**src/rtl/core/pcis_pkg.sv**
```systemverilog
// ----------------------------------------------------------------------------
// pcis_pkg
// Shared constants and types for the piecewise constant inverse CDF sampler.
// ----------------------------------------------------------------------------
`timescale 1ns / 1ps
`default_nettype none

package pcis_pkg;

    // Fixed formats
    localparam int MAX_BINS      = 256;
    localparam int WEIGHT_BITS   = 16;
    localparam int FRACTION_BITS = 24;
    localparam int DENSITY_FRAC  = 16;

    localparam int CDF_W      = FRACTION_BITS + 1;          // Q1.F, holds 1.0
    localparam int CNT_W      = $clog2(MAX_BINS + 1);       // holds MAX_BINS
    localparam int IDX_W      = $clog2(MAX_BINS);
    localparam int RAM_DEPTH  = MAX_BINS + 1;
    localparam int ADDR_W     = $clog2(RAM_DEPTH);
    localparam int DIV_CNT_W  = $clog2(FRACTION_BITS);
    localparam int PROD_W     = CDF_W + CNT_W;
    localparam int DENS_SHIFT = FRACTION_BITS - DENSITY_FRAC;

    localparam logic [CDF_W-1:0]         ONE_Q   = {1'b1, {FRACTION_BITS{1'b0}}};
    localparam logic [FRACTION_BITS-1:0] POS_MAX = {FRACTION_BITS{1'b1}};

    // Item opcodes
    localparam logic OP_LOAD   = 1'b0;
    localparam logic OP_SAMPLE = 1'b1;

    // Result status codes
    localparam logic STATUS_OK        = 1'b0;
    localparam logic STATUS_NOT_BUILT = 1'b1;

    // Divider request: floor(({rem_init, low_bits}) / divisor), rem_init < divisor
    typedef struct packed {
        logic                     start;
        logic [CDF_W-1:0]         rem_init;
        logic [CDF_W-1:0]         divisor;
        logic [FRACTION_BITS-1:0] low_bits;
    } div_req_t;

    typedef struct packed {
        logic                     done;
        logic [FRACTION_BITS-1:0] quotient;
    } div_rsp_t;

endpackage

`default_nettype wire

```
**src/rtl/core/pcis_div.sv**
```systemverilog
// ----------------------------------------------------------------------------
// pcis_div
// Shared restoring divider, one quotient bit per cycle.
// ----------------------------------------------------------------------------
`timescale 1ns / 1ps
`default_nettype none

module pcis_div
    import pcis_pkg::*;
(
    input  wire logic     clk,
    input  wire logic     rst_n,
    input  wire div_req_t req,
    output div_rsp_t      rsp
);

    logic                     busy_reg, busy_next;
    logic                     done_reg, done_next;
    logic [DIV_CNT_W-1:0]     cnt_reg, cnt_next;
    logic [CDF_W-1:0]         rem_reg, rem_next;
    logic [CDF_W-1:0]         den_reg, den_next;
    logic [FRACTION_BITS-1:0] low_reg, low_next;
    logic [FRACTION_BITS-1:0] quo_reg, quo_next;

    logic [CDF_W:0] trial;
    logic [CDF_W:0] diff;
    logic           fits;

    assign trial = {rem_reg, low_reg[FRACTION_BITS-1]};
    assign diff  = trial - {1'b0, den_reg};
    assign fits  = trial >= {1'b0, den_reg};

    always_comb
    begin
        busy_next = busy_reg;
        done_next = 1'b0;
        cnt_next  = cnt_reg;
        rem_next  = rem_reg;
        den_next  = den_reg;
        low_next  = low_reg;
        quo_next  = quo_reg;
        if (busy_reg)
        begin
            // remainder stays below the divisor, so it fits CDF_W bits
            rem_next = fits ? diff[CDF_W-1:0] : trial[CDF_W-1:0];
            low_next = {low_reg[FRACTION_BITS-2:0], 1'b0};
            quo_next = {quo_reg[FRACTION_BITS-2:0], fits};
            cnt_next = cnt_reg - DIV_CNT_W'(1);
            if (cnt_reg == '0)
            begin
                busy_next = 1'b0;
                done_next = 1'b1;
            end
        end
        else if (req.start)
        begin
            busy_next = 1'b1;
            cnt_next  = DIV_CNT_W'(FRACTION_BITS - 1);
            rem_next  = req.rem_init;
            den_next  = req.divisor;
            low_next  = req.low_bits;
            quo_next  = '0;
        end
    end

    always_ff @(posedge clk or negedge rst_n)
    begin
        if (!rst_n)
        begin
            busy_reg <= 1'b0;
            done_reg <= 1'b0;
            cnt_reg  <= '0;
        end
        else
        begin
            busy_reg <= busy_next;
            done_reg <= done_next;
            cnt_reg  <= cnt_next;
        end
    end

    always_ff @(posedge clk)
    begin
        rem_reg <= rem_next;
        den_reg <= den_next;
        low_reg <= low_next;
        quo_reg <= quo_next;
    end

    assign rsp.done     = done_reg;
    assign rsp.quotient = quo_reg;

endmodule

`default_nettype wire

```
**config.mk**
```make
export PLATFORM = sky130hd
export DESIGN_NAME = pcis_div
export DESIGN_NICKNAME = d
export VERILOG_FILES = /design/src/rtl/core/pcis_pkg.sv /design/src/rtl/core/pcis_div.sv
export SDC_FILE = /design/constraint.sdc
export NUM_CORES = 1
export LEC_CHECK = 0
export BUFFER_PORTS_ARGS = -buffer_cell sky130_fd_sc_hd__buf_2
export CELL_PAD_IN_SITES_DETAIL_PLACEMENT = 0
export CELL_PAD_IN_SITES_GLOBAL_PLACEMENT = 1
export CORE_MARGIN = 2
export CORE_UTILIZATION = 48
export DETAILED_ROUTE_END_ITERATION = 8
export GPL_ROUTABILITY_DRIVEN = 0
export MAX_ROUTING_LAYER = met4
export PLACE_DENSITY = 0.94
export SLEW_MARGIN = 20
export SYNTH_ARGS = -nofsm -noshare
export SYNTH_HDL_FRONTEND = slang
export SYNTH_SLANG_ARGS = --single-unit
```
**constraint.sdc**
```tcl
create_clock -name clk -period 5.1 [get_ports clk]
set_clock_uncertainty 0.2 [all_clocks]
set_input_delay 0 -clock clk [delete_from_list [all_inputs] [get_ports clk]]
set_output_delay 0 -clock clk [all_outputs]
set_load 0.1 [all_outputs]
```
After elaboration in Yosys (flattened, before gate mapping)
Index checks and enable logic that the tools add are counted.

Reductions and logical operators: 3. Bitwise operators: 1. $mul: 0. Order comparisons: 1. Multiplexer cells: 14. Add/subtract/negate cells: 2. Equality and inequality tests: 0. Div/mod/pow operators: 0. Shift operators: 0.

Operator list (number): 24-bit two-way mux (4); 25-bit two-way mux (3); 26-bit by 25-bit greater-or-equal comparator with 1-bit output (1); 25-bit subtractor (1); 5-bit two-way mux (2); 5-bit logical NOT (1); 1-bit two-way mux (5); 5-bit by 1-bit subtractor with 5-bit output (second input constant) (1); 2-bit AND reduction (1); 2-bit nonzero test (1); 1-bit NOT (1).

Bits in latches: 0. Register bits: 105. Memories: 0. Memory bits (read-only): 0. Output and inout port bits: 25. Bits in writable memories: 0.

Logic depth before layout (Yosys ltp)
Depth in word-level cells: 3. Gate-level depth with buffers: 13. Depth with buffers taken out: 12.

Worst setup path after synthesis
Ideal clock, no wire load.

Path kind: reg-to-reg. Start point: register low_reg[23]. End point: register rem_reg[10] (data pin). Setup slack: 2247 ps. Library setup time: 272 ps. Arrival: 2381 ps. Stages on the path, launching flop included: 14. Data required time: 4628 ps. Buffers on the path: 1. Period minus slack after synthesis: 2853 ps. Path through: edfxtp_1 inv_1 ha_1 inv_1 fa_1 a211oi_1 o211ai_1 o21ai_1 o211ai_2 a21oi_4 nor2_4 buf_6 mux2i_1 a21oi_1.

Word-level cells in the longest chain between the ends: 3. Elaborated cells on any way between the ends: 4. Those cells by class: add/sub (1); order compare (1); mux (2).

Ends and longest elaborated chain: start, declared (RTL line pcis_div.sv:22) `logic [FRACTION_BITS-1:0] low_reg, low_next;`; start signal, assigned (RTL line pcis_div.sv:86) `low_reg <= low_next;`; 25-bit subtractor / 26-bit by 25-bit greater-or-equal comparator with 1-bit output (equally long branches) (RTL line pcis_div.sv:30, pcis_div.sv:31); 25-bit two-way mux * (RTL line pcis_div.sv:45) `rem_next = fits ? diff[CDF_W-1:0] : trial[CDF_W-1:0];`; 25-bit two-way mux * (RTL line pcis_div.sv:42) `if (busy_reg)`; named net rem_next[10] (RTL line pcis_div.sv:20) `logic [CDF_W-1:0] rem_reg, rem_next;`; end signal, assigned (RTL line pcis_div.sv:84) `rem_reg <= rem_next;`; end, declared (RTL line pcis_div.sv:20).

The timed path passes the listed nets; every way through them passes the cells marked *. A chain may end at the register's enable or synchronous reset.

Worst setup path after layout
Start point: register low_reg[23]. End point: register rem_reg[12] (data pin).

The elaborated chain is that of the path after synthesis.

==> metrics.txt <==
CTS HTree Levels 3; clock transition at the registers of the reported paths 0.07 ns; ant diodes 0; synthesized flop and latch total 105; initial cell density of the core 49.4%; async set-or-reset flop fraction in the synthesized netlist 6.67%; Clock Latency Late Sink 0.35 ns; highest clock rate 295 MHz; total gr overflow 0; RSZ-0062 raised after global routing no; WP data required 4.97 ns; endpoints failing hold 0; Post-synth EDFFs 97; Compound-Gate Fraction of Synth Area 16.0%; Critical Path End Type flip-flop; Sinks on Clock Net 105; Post-Synth Adder-Cell Area 6.35%; Critical Path Source Type flip-flop; Post-Syn Area 5640 µm²; initial antenna violation count 0; DRC Markers 0; Setup CP Type reg -> reg; Slew @ Worst Pin 0.949 ns; crit share post-route 66.4%; mean post-synth cell area 11.5 µm²; row count 39; port bufs 101; Mapped Nets 595; via count 4340; Synth top area share 51.7%; Pre-antenna DRT Iters 4; TNS Setup 0 ns; fraction of layout cells with a size suffix above 1 19.7%; pwr/cell area 684 nW/µm²; dominant synthesized flop cell edfxtp_1; setup bufs post-CTS 0; Final Critical Period 3.39 ns; detailed placer's ending HPWL 8.20 mm; vias in the first global route 4502; Final Setup Violations 0; # IOs 102; Seq/Total Area, Yosys 55.1%; largest family of logic cells by synthesized area compound AO/OA/AOI/OAI gates; area leader, netlist edfxtp_1; pins over their slew limit 0; CTS tree yes; worst hold path class in -> reg; Util after Layout 64.2%; yosys warns 0; status finished clean; Filler cells 926; CTS Root Buffer Type clkbuf_16; Core ar. 11400 µm²; critical-path maximum fanout 26; Synth area leaders edfxtp_1 (52%), ha_1 (6.0%), mux2i_1 (3.9%); Die Area 12600 µm²; Die X 112 µm; Leak Pwr 3.20 nW; DRT iter0 DRCs 239; max capacitance violation total 0; Final ANT Viol Nets 0; Peak VDD IR 0.695 mV; CTS buffer count 9; all-layer global routing usage 22.1%; Post-Syn Instances 490; first-pass GRT wire length 21.5 mm; Max-Slew Margin vs Limit 36.6%; critical path data arrival time 3.26 ns; Post-layout nets 764; pin count of the biggest net entering global routing 89; post-synthesis mux area share 4.17%; commonest non-fill, non-tap cell in the layout buf_2; die height 112 µm; XOR/XNOR Fraction of Synth Area 3.26%; via/cell ratio 5.38; Routed wire per std cell 16.4 µm; synthesis-to-layout area growth 30.0%; CTS Buffer Depth 2; final WL 13.3 mm; post-synthesis simple-gate area fraction 10.5%; most frequent cells in the layout buf_2 (101), edfxtp_1 (97), dlygate4sd3_1 (78), a21oi_1 (43), inv_1 (36); synth unique cells 56
## path summary, 6_finish.rpt
path                                             start                      to  slack, ns  cells after the start
max in group asynchronous                        rst_n      busy_reg$_DFF_PN0_       4.01                      3
worst max-delay path             low_reg[23]$_DFFE_PP_   rem_reg[12]$_DFFE_PP_       1.71                     12
worst max register to register   low_reg[23]$_DFFE_PP_   rem_reg[12]$_DFFE_PP_       1.71                     12
min in group asynchronous                        rst_n  cnt_reg[0]$_DFFE_PN0P_       0.41                      3
worst min-delay path                           req[38]   den_reg[14]$_DFFE_PP_       0.15                      2
worst min register to register  cnt_reg[4]$_DFFE_PN0P_      done_reg$_DFF_PN0_       0.31                      1
## critical path: stages (launching register included)
cell      delay, ns
edfxtp_1       0.33
inv_1          0.07
ha_1           0.20
inv_1          0.08
fa_1           0.22
a211oi_1       0.11
o211ai_1       0.18
o21ai_1        0.22
o211ai_2       0.27
a21oi_4        0.09
nor2_4         0.75
mux2i_1        0.30
a21oi_1        0.09
## through the flow
step | setup slack, ns | hold WS [ns] | power (mW) | area (µm²) | std cells
after floorplan | 2.25 | -0.496 | 3.78 | 5640 | 490
after global placement | 1.81 | -0.364 | 4.14 | 6240 | 713
after detailed placement | 1.73 | -0.354 | 4.22 | 6240 | 713
after CTS | 1.71 | 0.136 | 5.01 | 7330 | 807
after global routing | 1.42 | 0.143 | 5.33 | 7330 | 807
final | 1.71 | 0.151 | 5.02 | 7330 | 807
## layout make-up
type                    instances  area (µm²)  area share [%]
inverters                      38         143            1.95
multi-input cells             323        2280            31.1
clock inverters                 7        88.8            1.21
flip-flops and latches        105        3110            42.4
repair buffers                182        1310            17.8
well taps                     143         179            2.44
clock buffers                   9         225            3.07
## power breakdown
part,switching [mW],internal (mW)
registers,0.170,1.41
logic,1.74,0.969
clock network,0.335,0.391
total,2.25,2.77
## cell families after synthesis
| logic type | count (synthesis) |
|---|---|
| flip-flops | 105 |
| XOR/XNOR | 21 |
| AND/OR/NAND/NOR | 118 |
| multiplexers | 23 |
| AO/OA/AOI/OAI | 133 |
| buffers and inverters | 62 |
| adder cells (fa/ha/maj) | 28 |
## synth_stat cells (2+ instances only)
cell type and instances:
a211o_1 2, a211oi_1 4, a21o_1 7, a21oi_1 43, a21oi_4 2, a22o_1 23, a2bb2oi_1 4, a31oi_1 6
and2_1 23, buf_1 3, buf_2 5, buf_6 2, clkbuf_1 11, clkbuf_2 2, dfrtp_1 7, edfxtp_1 97
ha_1 27, inv_1 37, mux2i_1 22, nand2_1 28, nand3_1 9, nand4_1 4, nand4b_1 2, nor2_1 32
nor2b_1 3, nor3_1 6, o211ai_1 3, o21a_1 7, o21ai_0 15, o21ai_1 6, o21bai_1 2, or3_1 3
xnor2_1 10, xor2_1 11
## per-layer routing
| metal | vias up | GRT usage [%] | wire length, µm |
|---|---|---|---|
| li1 | 2134 | - | - |
| met1 | 2068 | 27.5 | 5820 |
| met2 | 121 | 36.3 | 6640 |
| met3 | 17 | 5.51 | 617 |
| met4 | 0 | 6.10 | 197 |
| met5 | - | - | 0 |
## what timing repair did
item	in CTS	in global routing
resized for setup	0	0
hold endpoints to repair	98	0
hold buffers	78	0
(Power assumes the default switching activity.)
